### config.mk
export PLATFORM = sky130hd
export DESIGN_NAME = line_follow_junction_counter_top
export DESIGN_NICKNAME = d
export VERILOG_FILES = /design/src/hdl/lfjc_pkg.sv /design/src/hdl/lfjc_cfg.sv /design/src/hdl/lfjc_in_reg.sv /design/src/hdl/lfjc_ctrl.sv /design/src/hdl/lfjc_out_reg.sv /design/src/hdl/line_follow_junction_counter_top.sv
export SDC_FILE = /design/constraint.sdc
export NUM_CORES = 1
export LEC_CHECK = 0
export BUFFER_PORTS_ARGS = -buffer_cell sky130_fd_sc_hd__buf_2
export CORE_UTILIZATION = 45
export DETAILED_ROUTE_END_ITERATION = 6
export PLACE_DENSITY_LB_ADDON = 0.25
export SLEW_MARGIN = 40
export SYNTH_ARGS = -nofsm -noshare
export SYNTH_HDL_FRONTEND = slang
export SYNTH_SLANG_ARGS = --single-unit
### constraint.sdc
create_clock -name i_clk -period 2.9 [get_ports i_clk]
set_clock_uncertainty 0.05 [all_clocks]
set_input_delay 0.58 -clock i_clk [delete_from_list [all_inputs] [get_ports i_clk]]
set_output_delay 0.58 -clock i_clk [all_outputs]
set_load 0.01 [all_outputs]
### src/hdl/lfjc_pkg.sv
// ----------------------------------------------------------------------------
// lfjc_pkg: shared types and constants
// Payload structs, configuration layout, motion codes and phase encoding for
// the line-follow junction counter.
// ----------------------------------------------------------------------------
package lfjc_pkg;

    localparam int unsigned CFG_IDX_W  = 3;
    localparam int unsigned CFG_DATA_W = 16;

    // configuration register indexes
    localparam logic [CFG_IDX_W-1:0] CFG_TARGET_JUNCTIONS  = 3'd0;
    localparam logic [CFG_IDX_W-1:0] CFG_SPD_CRUISE        = 3'd1;
    localparam logic [CFG_IDX_W-1:0] CFG_SPD_STEER         = 3'd2;
    localparam logic [CFG_IDX_W-1:0] CFG_SPD_CRAWL         = 3'd3;
    localparam logic [CFG_IDX_W-1:0] CFG_STOP_OFFSET_TICKS = 3'd4;

    // configuration reset values
    localparam logic [3:0]  RST_TARGET_JUNCTIONS  = 4'd3;
    localparam logic [7:0]  RST_SPD_CRUISE        = 8'd60;
    localparam logic [7:0]  RST_SPD_STEER         = 8'd45;
    localparam logic [7:0]  RST_SPD_CRAWL         = 8'd35;
    localparam logic [15:0] RST_STOP_OFFSET_TICKS = 16'd120;

    // input action codes
    localparam logic ACT_START = 1'b0;
    localparam logic ACT_TICK  = 1'b1;

    // motion codes
    localparam logic [1:0] MV_STOP  = 2'd0;
    localparam logic [1:0] MV_FWD   = 2'd1;
    localparam logic [1:0] MV_LEFT  = 2'd2;
    localparam logic [1:0] MV_RIGHT = 2'd3;

    // sensor patterns {left, center, right}
    localparam logic [2:0] PAT_CENTER     = 3'b010;
    localparam logic [2:0] PAT_LEFT_MID   = 3'b110;
    localparam logic [2:0] PAT_LEFT       = 3'b100;
    localparam logic [2:0] PAT_MID_RIGHT  = 3'b011;
    localparam logic [2:0] PAT_RIGHT      = 3'b001;
    localparam logic [2:0] PAT_JUNCTION   = 3'b111;

    typedef enum logic [2:0] {
        PH_IDLE   = 3'b001,
        PH_FOLLOW = 3'b010,
        PH_OFFSET = 3'b100
    } t_phase;

    typedef struct packed {
        logic action;
        logic dark_left;
        logic dark_center;
        logic dark_right;
        logic estop;
    } t_item;

    typedef struct packed {
        logic [3:0]  target_junctions;
        logic [7:0]  spd_cruise;
        logic [7:0]  spd_steer;
        logic [7:0]  spd_crawl;
        logic [15:0] stop_offset_ticks;
    } t_cfg;

    typedef struct packed {
        logic [1:0] motion;
        logic [7:0] speed;
        logic [3:0] junctions_seen;
        logic       finished;
        logic       succeeded;
    } t_result;

endpackage

### src/hdl/lfjc_cfg.sv
// ----------------------------------------------------------------------------
// lfjc_cfg: configuration register file
// Holds the five run settings; written through a plain indexed write port.
// ----------------------------------------------------------------------------
module lfjc_cfg
    import lfjc_pkg::*;
(
    input  logic                  i_clk,
    input  logic                  i_rst_n,
    input  logic                  i_cfg_we,
    input  logic [CFG_IDX_W-1:0]  i_cfg_index,
    input  logic [CFG_DATA_W-1:0] i_cfg_data,
    output t_cfg                  o_cfg
);

    t_cfg r_cfg;

    always_ff @(posedge i_clk) begin
        if (!i_rst_n) begin
            r_cfg.target_junctions  <= RST_TARGET_JUNCTIONS;
            r_cfg.spd_cruise        <= RST_SPD_CRUISE;
            r_cfg.spd_steer         <= RST_SPD_STEER;
            r_cfg.spd_crawl         <= RST_SPD_CRAWL;
            r_cfg.stop_offset_ticks <= RST_STOP_OFFSET_TICKS;
        end else if (i_cfg_we) begin
            unique case (i_cfg_index)
                CFG_TARGET_JUNCTIONS:  r_cfg.target_junctions  <= i_cfg_data[3:0];
                CFG_SPD_CRUISE:        r_cfg.spd_cruise        <= i_cfg_data[7:0];
                CFG_SPD_STEER:         r_cfg.spd_steer         <= i_cfg_data[7:0];
                CFG_SPD_CRAWL:         r_cfg.spd_crawl         <= i_cfg_data[7:0];
                CFG_STOP_OFFSET_TICKS: r_cfg.stop_offset_ticks <= i_cfg_data;
                default: ;
            endcase
        end
    end

    assign o_cfg = r_cfg;

endmodule

### src/hdl/lfjc_in_reg.sv
// ----------------------------------------------------------------------------
// lfjc_in_reg: input register stage
// Captures one transaction and holds it until the decision stage takes it.
// ----------------------------------------------------------------------------
module lfjc_in_reg
    import lfjc_pkg::*;
(
    input  logic  i_clk,
    input  logic  i_rst_n,
    input  logic  i_valid,
    input  t_item i_item,
    output logic  o_stall,
    input  logic  i_take,
    output logic  o_valid,
    output t_item o_item
);

    logic  r_valid;
    t_item r_item;
    logic  w_load;

    // free when empty or when the held item leaves this cycle
    assign o_stall = r_valid && !i_take;
    assign w_load  = i_valid && !o_stall;

    always_ff @(posedge i_clk) begin
        if (!i_rst_n) begin
            r_valid <= 1'b0;
        end else if (w_load) begin
            r_valid <= 1'b1;
        end else if (i_take) begin
            r_valid <= 1'b0;
        end
    end

    always_ff @(posedge i_clk) begin
        if (w_load) begin
            r_item <= i_item;
        end
    end

    assign o_valid = r_valid;
    assign o_item  = r_item;

endmodule

### src/hdl/lfjc_ctrl.sv
// ----------------------------------------------------------------------------
// lfjc_ctrl: run state and steering decision
// Holds phase, junction count, junction latch and offset timer, and forms the
// result for the item presented in the input register.
// ----------------------------------------------------------------------------
module lfjc_ctrl
    import lfjc_pkg::*;
(
    input  logic    i_clk,
    input  logic    i_rst_n,
    input  logic    i_fire,
    input  t_item   i_item,
    input  t_cfg    i_cfg,
    output t_result o_result
);

    t_phase      r_phase, n_phase;
    logic [3:0]  r_count, n_count;
    logic        r_on_junction, n_on_junction;
    logic [15:0] r_timer, n_timer;

    logic [2:0]  w_pat;
    logic [3:0]  w_count_inc;
    logic [1:0]  w_motion;
    logic [7:0]  w_speed;
    logic        w_finished;
    logic        w_succeeded;

    assign w_pat       = {i_item.dark_left, i_item.dark_center, i_item.dark_right};
    assign w_count_inc = r_count + 4'd1;

    always_comb begin
        n_phase       = r_phase;
        n_count       = r_count;
        n_on_junction = r_on_junction;
        n_timer       = r_timer;
        w_motion      = MV_STOP;
        w_speed       = 8'd0;
        w_finished    = 1'b0;
        w_succeeded   = 1'b0;

        if (i_item.action == ACT_START) begin
            n_count       = 4'd0;
            n_on_junction = 1'b1;
            n_timer       = 16'd0;
            if (i_cfg.target_junctions == 4'd0) begin
                n_phase    = PH_IDLE;
                w_finished = 1'b1;
            end else begin
                n_phase = PH_FOLLOW;
            end
        end else if (r_phase != PH_IDLE && i_item.estop) begin
            n_phase    = PH_IDLE;
            w_finished = 1'b1;
        end else begin
            unique case (r_phase)
                PH_FOLLOW: begin
                    if (w_pat == PAT_JUNCTION) begin
                        w_motion = MV_FWD;
                        w_speed  = i_cfg.spd_cruise;
                        if (!r_on_junction) begin
                            n_count       = w_count_inc;
                            n_on_junction = 1'b1;
                            if (w_count_inc >= i_cfg.target_junctions) begin
                                if (i_cfg.stop_offset_ticks == 16'd0) begin
                                    n_phase     = PH_IDLE;
                                    w_motion    = MV_STOP;
                                    w_finished  = 1'b1;
                                    w_succeeded = 1'b1;
                                end else begin
                                    n_phase = PH_OFFSET;
                                    n_timer = 16'd0;
                                end
                            end
                        end
                    end else begin
                        n_on_junction = 1'b0;
                        case (w_pat) inside
                            PAT_CENTER: begin
                                w_motion = MV_FWD;
                                w_speed  = i_cfg.spd_cruise;
                            end
                            PAT_LEFT_MID, PAT_LEFT: begin
                                w_motion = MV_LEFT;
                                w_speed  = i_cfg.spd_steer;
                            end
                            PAT_MID_RIGHT, PAT_RIGHT: begin
                                w_motion = MV_RIGHT;
                                w_speed  = i_cfg.spd_steer;
                            end
                            default: begin
                                w_motion = MV_FWD;
                                w_speed  = i_cfg.spd_crawl;
                            end
                        endcase
                    end
                end
                PH_OFFSET: begin
                    if (r_timer >= i_cfg.stop_offset_ticks) begin
                        n_phase     = PH_IDLE;
                        w_finished  = 1'b1;
                        w_succeeded = 1'b1;
                    end else begin
                        n_timer  = r_timer + 16'd1;
                        w_motion = MV_FWD;
                        w_speed  = i_cfg.spd_cruise;
                    end
                end
                PH_IDLE: begin
                    n_phase = PH_IDLE;
                end
                default: begin
                    n_phase = PH_IDLE;
                end
            endcase
        end
    end

    always_ff @(posedge i_clk) begin
        if (!i_rst_n) begin
            r_phase       <= PH_IDLE;
            r_count       <= 4'd0;
            r_on_junction <= 1'b1;
            r_timer       <= 16'd0;
        end else if (i_fire) begin
            r_phase       <= n_phase;
            r_count       <= n_count;
            r_on_junction <= n_on_junction;
            r_timer       <= n_timer;
        end
    end

    // speed reads zero whenever the wheels are stopped
    assign o_result.motion         = w_motion;
    assign o_result.speed          = (w_motion == MV_STOP) ? 8'd0 : w_speed;
    assign o_result.junctions_seen = n_count;
    assign o_result.finished       = w_finished;
    assign o_result.succeeded      = w_succeeded;

endmodule

### src/hdl/lfjc_out_reg.sv
// ----------------------------------------------------------------------------
// lfjc_out_reg: result register
// Holds one result transaction until the downstream side takes it.
// ----------------------------------------------------------------------------
module lfjc_out_reg
    import lfjc_pkg::*;
(
    input  logic    i_clk,
    input  logic    i_rst_n,
    input  logic    i_load,
    input  t_result i_result,
    output logic    o_free,
    input  logic    i_stall,
    output logic    o_valid,
    output t_result o_result
);

    logic    r_valid;
    t_result r_result;

    assign o_free = !r_valid || !i_stall;

    always_ff @(posedge i_clk) begin
        if (!i_rst_n) begin
            r_valid <= 1'b0;
        end else if (o_free) begin
            r_valid <= i_load;
        end
    end

    always_ff @(posedge i_clk) begin
        if (i_load) begin
            r_result <= i_result;
        end
    end

    assign o_valid  = r_valid;
    assign o_result = r_result;

endmodule

### src/hdl/line_follow_junction_counter_top.sv
// Path: an accepted input transaction is held in the input register, then the
// decision logic loads its result into the result register once that has room.
// Throughput: one transaction per cycle; the only limit is downstream stall.
// Reset: synchronous, active low; clears the run state to idle with the
// junction latch set and loads the default speeds, target and stop offset.
// ----------------------------------------------------------------------------
// line_follow_junction_counter_top: line-follow controller with junction count
// Steers a three-sensor line follower, counts junctions, drives on for a
// programmable number of ticks after the last one and reports the outcome.
// ----------------------------------------------------------------------------
module line_follow_junction_counter_top
    import lfjc_pkg::*;
(
    input  logic                  i_clk,
    input  logic                  i_rst_n,

    // configuration write port
    input  logic                  i_cfg_we,
    input  logic [CFG_IDX_W-1:0]  i_cfg_index,
    input  logic [CFG_DATA_W-1:0] i_cfg_data,

    // input transaction channel
    input  logic                  i_in_valid,
    output logic                  o_in_stall,
    input  logic                  i_action,
    input  logic                  i_dark_left,
    input  logic                  i_dark_center,
    input  logic                  i_dark_right,
    input  logic                  i_estop,

    // result transaction channel
    output logic                  o_out_valid,
    input  logic                  i_out_stall,
    output logic [1:0]            o_motion,
    output logic [7:0]            o_speed,
    output logic [3:0]            o_junctions_seen,
    output logic                  o_finished,
    output logic                  o_succeeded
);

    t_cfg    w_cfg;
    t_item   w_in_item;
    t_item   w_held_item;
    logic    w_held_valid;
    logic    w_out_free;
    logic    w_fire;
    t_result w_result;
    t_result w_out_result;

    assign w_in_item.action      = i_action;
    assign w_in_item.dark_left   = i_dark_left;
    assign w_in_item.dark_center = i_dark_center;
    assign w_in_item.dark_right  = i_dark_right;
    assign w_in_item.estop       = i_estop;

    // The held item is decided, and the run state advances, in the cycle the
    // result register has room for it.
    assign w_fire = w_held_valid && w_out_free;

    lfjc_cfg u_cfg (
        .i_clk       (i_clk),
        .i_rst_n     (i_rst_n),
        .i_cfg_we    (i_cfg_we),
        .i_cfg_index (i_cfg_index),
        .i_cfg_data  (i_cfg_data),
        .o_cfg       (w_cfg)
    );

    // Input stage: capture the transaction; stall only while a held item
    // cannot move on.
    lfjc_in_reg u_in_reg (
        .i_clk   (i_clk),
        .i_rst_n (i_rst_n),
        .i_valid (i_in_valid),
        .i_item  (w_in_item),
        .o_stall (o_in_stall),
        .i_take  (w_fire),
        .o_valid (w_held_valid),
        .o_item  (w_held_item)
    );

    // Decision stage: phase, junction counting, steering and the offset drive.
    lfjc_ctrl u_ctrl (
        .i_clk    (i_clk),
        .i_rst_n  (i_rst_n),
        .i_fire   (w_fire),
        .i_item   (w_held_item),
        .i_cfg    (w_cfg),
        .o_result (w_result)
    );

    // Result stage: hold the result while downstream stalls.
    lfjc_out_reg u_out_reg (
        .i_clk    (i_clk),
        .i_rst_n  (i_rst_n),
        .i_load   (w_fire),
        .i_result (w_result),
        .o_free   (w_out_free),
        .i_stall  (i_out_stall),
        .o_valid  (o_out_valid),
        .o_result (w_out_result)
    );

    assign o_motion         = w_out_result.motion;
    assign o_speed          = w_out_result.speed;
    assign o_junctions_seen = w_out_result.junctions_seen;
    assign o_finished       = w_out_result.finished;
    assign o_succeeded      = w_out_result.succeeded;

endmodule

==> run_results.csv <==
group,metric,value,unit
clock_network,cts_tree,"done",
power_and_ir_drop,power_density,460,nW/um2
floorplanning,die_area,10400,um2
timing,setup-violations-final,0,
synth,synthArstFlopShare,0,%
synth,synthCells,501,
critical_path,startpoint_type,"flip-flop",
routing,wl,10.2,mm
global_route,grt_pass1_wl,17.2,mm
placement,io_buffer_count,46,
floorplanning,fp.coreArea,9730,um2
synth,synth_area_leaders,"dfxtp_1, edfxtp_1, nand2_1, ha_1, a21oi_1",
critical_path,cpMaxStageDelayCell,"dfxtp_1",
routing,drc_errors,0,
clock_network,h-tree-depth,3,
critical_path,crit_family,"compound AO/OA/AOI/OAI gates",
critical_path,worst_path_most_repeated_cell,"ha_1",
flow_run,drv_cap,0,
cells_and_area,n_antenna_cell,0,
placement,dp_cells,671,
timing,fin_crit,2.69,ns
floorplanning,initial_core_util,46.2,%
global_route,grt_usage,21.6,%
clock_network,cts_root_buf,"clkbuf_8",
critical_path,critPathRequiredTime,3.10,ns
routing,first_pass_iters,5,
critical_path,r2r_slack,0.21,ns
synth,ys_seq_area_share,45.2,%
timing,hold_violations,0,
synth,synth-main-ff-cell,"dfxtp_1",
critical_path,end_kind,"flip-flop",
critical_path,critPathMaxFanout,14,
timing,worst_slew_pin_slew,0.643,ns
global_route,grt_max_degree,35,
synth,ys_seq_elements,91,
global_route,antenna_found_initial,0,
cells_and_area,finalNonFillerCells,687,
power_and_ir_drop,leakagePower,2.05,nW
synth,synth_nets,552,
critical_path,crit_path_end,"u_ctrl.r_timer[2]",
cells_and_area,layout_common_cells,"nand2_1, dfxtp_1, buf_2",
clock_network,cts_buffer_depth,2,
clock_network,cts_buffers,9,
placement,dpl.hpwl,7.37,mm
routing,wl_per_cell,14.8,um
critical_path,rr_worst_depth,11,
floorplanning,die_x,102,um
synth,synthesis.area,4490,um2
routing,routed-via-count,3747,
placement,placed_area,4870,um2
critical_path,crit_cells,11,
critical_path,cp_slowest_stage_delay,0.44,ns
power_and_ir_drop,totalPowerFinal,2.33,mW
cells_and_area,final_nets,600,
synth,synth_edf_count,21,
clock_network,post_cts_buffers,0,
routing,postRouteAntennaNets,0,
clock_network,cts_resized,0,
floorplanning,fp-row-count,36,
clock_network,ctsHoldBuffers,0,
critical_path,regToRegStartpoint,"u_ctrl.r_count[0]",
power_and_ir_drop,vdd_ir_drop_max,0.208,mV
critical_path,crit_start,"u_ctrl.r_count[0]",
critical_path,critPathKind,"flip-flop to flip-flop",
synth,ys_warn_count,0,
synth,synth_area_per_cell,8.97,um2
clock_network,clk_latency,0.37,ns
timing,slew_headroom,57.2,%
timing,fin_crit_sh,92.8,%
critical_path,cp_num_buf_inv,1,
run_status,outcome,"finished, final reports clean",
floorplanning,ios,47,
timing,drv_slew,0,
routing,drtIter0Drc,192,
synth,synth_top_area_share,31.2,%
synth,yosysTopAreaCell,"dfxtp_1",
placement,place_congestion,0.829,
routing,vias_per_cell,5.45,
cells_and_area,fillers,934,
cells_and_area,area_growth,12.7,%
worst_hold_path,hp-class,"input pin to flip-flop",
critical_path,crit_chain,"ha_1 -> xor2_1 -> ha_1 -> o21ai_1 -> a21oi_1 -> o31ai_2 -> a2bb2oi_2 -> nor4b_4 -> buf_4 -> and3b_1 -> a221o_1",
clock_network,cts_sinks,91,
clock_network,clk_pin_slew_worst_paths,0.10,ns
timing,fmax,0.371,GHz
critical_path,arrival,2.90,ns
critical_path,r2r_end,"u_ctrl.r_timer[2]",
synth,yosysUniqueCellTypes,58,
global_route,grt_pass1_vias,3522,
cells_and_area,design_area,5060,um2
cells_and_area,layout-drive-gt1-share,16.6,%
global_route,grt.overflow.total,0,
floorplanning,die_h,102,um
cells_and_area,final_common_cell,"nand2_1",
-- cell usage after synthesis (all sizes together) (3+ instances only) --
| library cell | instances |
|---|---|
| nand3 | 29 |
| and3 | 14 |
| a22o | 3 |
| nor2b | 8 |
| a31oi | 4 |
| a221o | 4 |
| nor3b | 8 |
| a222oi | 8 |
| mux2i | 6 |
| buf | 4 |
| nand2 | 101 |
| xnor2 | 3 |
| a21oi | 34 |
| nand4 | 5 |
| dfxtp | 70 |
| o31ai | 5 |
| or2 | 3 |
| nor3 | 9 |
| o21a | 4 |
| nor4 | 11 |
| ha | 22 |
| o21ai | 6 |
| and2 | 4 |
| a211o | 7 |
| clkbuf | 14 |
| o211ai | 5 |
| nor2 | 41 |
| edfxtp | 21 |
| xor2 | 3 |
| inv | 23 |
-- layout make-up --
type | count | area, um2 | area share [%]
multi-input cells | 369 | 2300 | 45.4
well taps | 133 | 166 | 3.29
inverters | 23 | 86.3 | 1.70
clock inverters | 5 | 43.8 | 0.865
clock buffers | 11 | 141 | 2.79
flip-flops and latches | 91 | 2030 | 40.1
repair buffers | 55 | 298 | 5.88
-- sequential cells by signal, summed over array words and instances, names as in the netlist --
register	cells
u_cfg.o_cfg	44
u_ctrl.r_count	4
u_ctrl.r_on_junction	1
u_ctrl.r_phase	3
u_ctrl.r_timer	16
u_in_reg.o_item	5
u_in_reg.o_valid	1
u_out_reg.o_result	16
u_out_reg.o_valid	1
-- layer usage --
layer,vias to the layer above,GRT usage (%),routed length [um]
met5,-,0,0
met4,0,9.89,187
met3,17,3.01,433
met2,89,35.5,4800
met1,1750,28.2,4740
li1,1891,-,-
-- kinds of logic after synthesis --
logic type               Yosys count  synth area share [%]
XOR/XNOR                           6                  1.17
flip-flops                        91                  45.2
adder cells (fa/ha/maj)           22                  6.12
AO/OA/AOI/OAI                     93                  15.1
multiplexers                       7                  1.59
buffers and inverters             41                  3.79
AND/OR/NAND/NOR                  241                  27.0
-- worst min path at each step --
stage,startpoint,end,slack [ns],cells after the start
2_1_floorplan,u_cfg.o_cfg[32],u_cfg.o_cfg[32],0.39,2
3_3_place_gp,u_cfg.o_cfg[18],u_cfg.o_cfg[18],0.39,2
3_5_place_dp,u_cfg.o_cfg[25],u_cfg.o_cfg[25],0.40,2
4_1_cts,i_dark_right,u_in_reg.o_item[1],0.32,1
5_1_grt,i_dark_left,u_in_reg.o_item[3],0.32,1
6_report,i_dark_right,u_in_reg.o_item[1],0.34,1
-- stage by stage --
stage	setup WS (ns)	hold slack (ns)	util, %	setup TNS (ns)
2_1_floorplan	0.466	0.386	-	0
3_3_place_gp	0.236	0.395	50.1	0
3_5_place_dp	0.159	0.396	50.1	0
4_1_cts	0.115	0.324	52.0	0
5_1_grt	-0.0183	0.324	52.1	-0.0450
6_report	0.208	0.337	52.1	0
-- report_power, final --
| group | leakage [nW] | internal (mW) | switching [mW] | total (mW) |
|---|---|---|---|---|
| clock network | 0.0945 | 0.346 | 0.473 | 0.819 |
| logic | 1.18 | 0.0592 | 0.100 | 0.159 |
| registers | 0.773 | 1.33 | 0.0260 | 1.35 |
| total | 2.05 | 1.73 | 0.599 | 2.33 |
(Power assumes the default switching activity.)
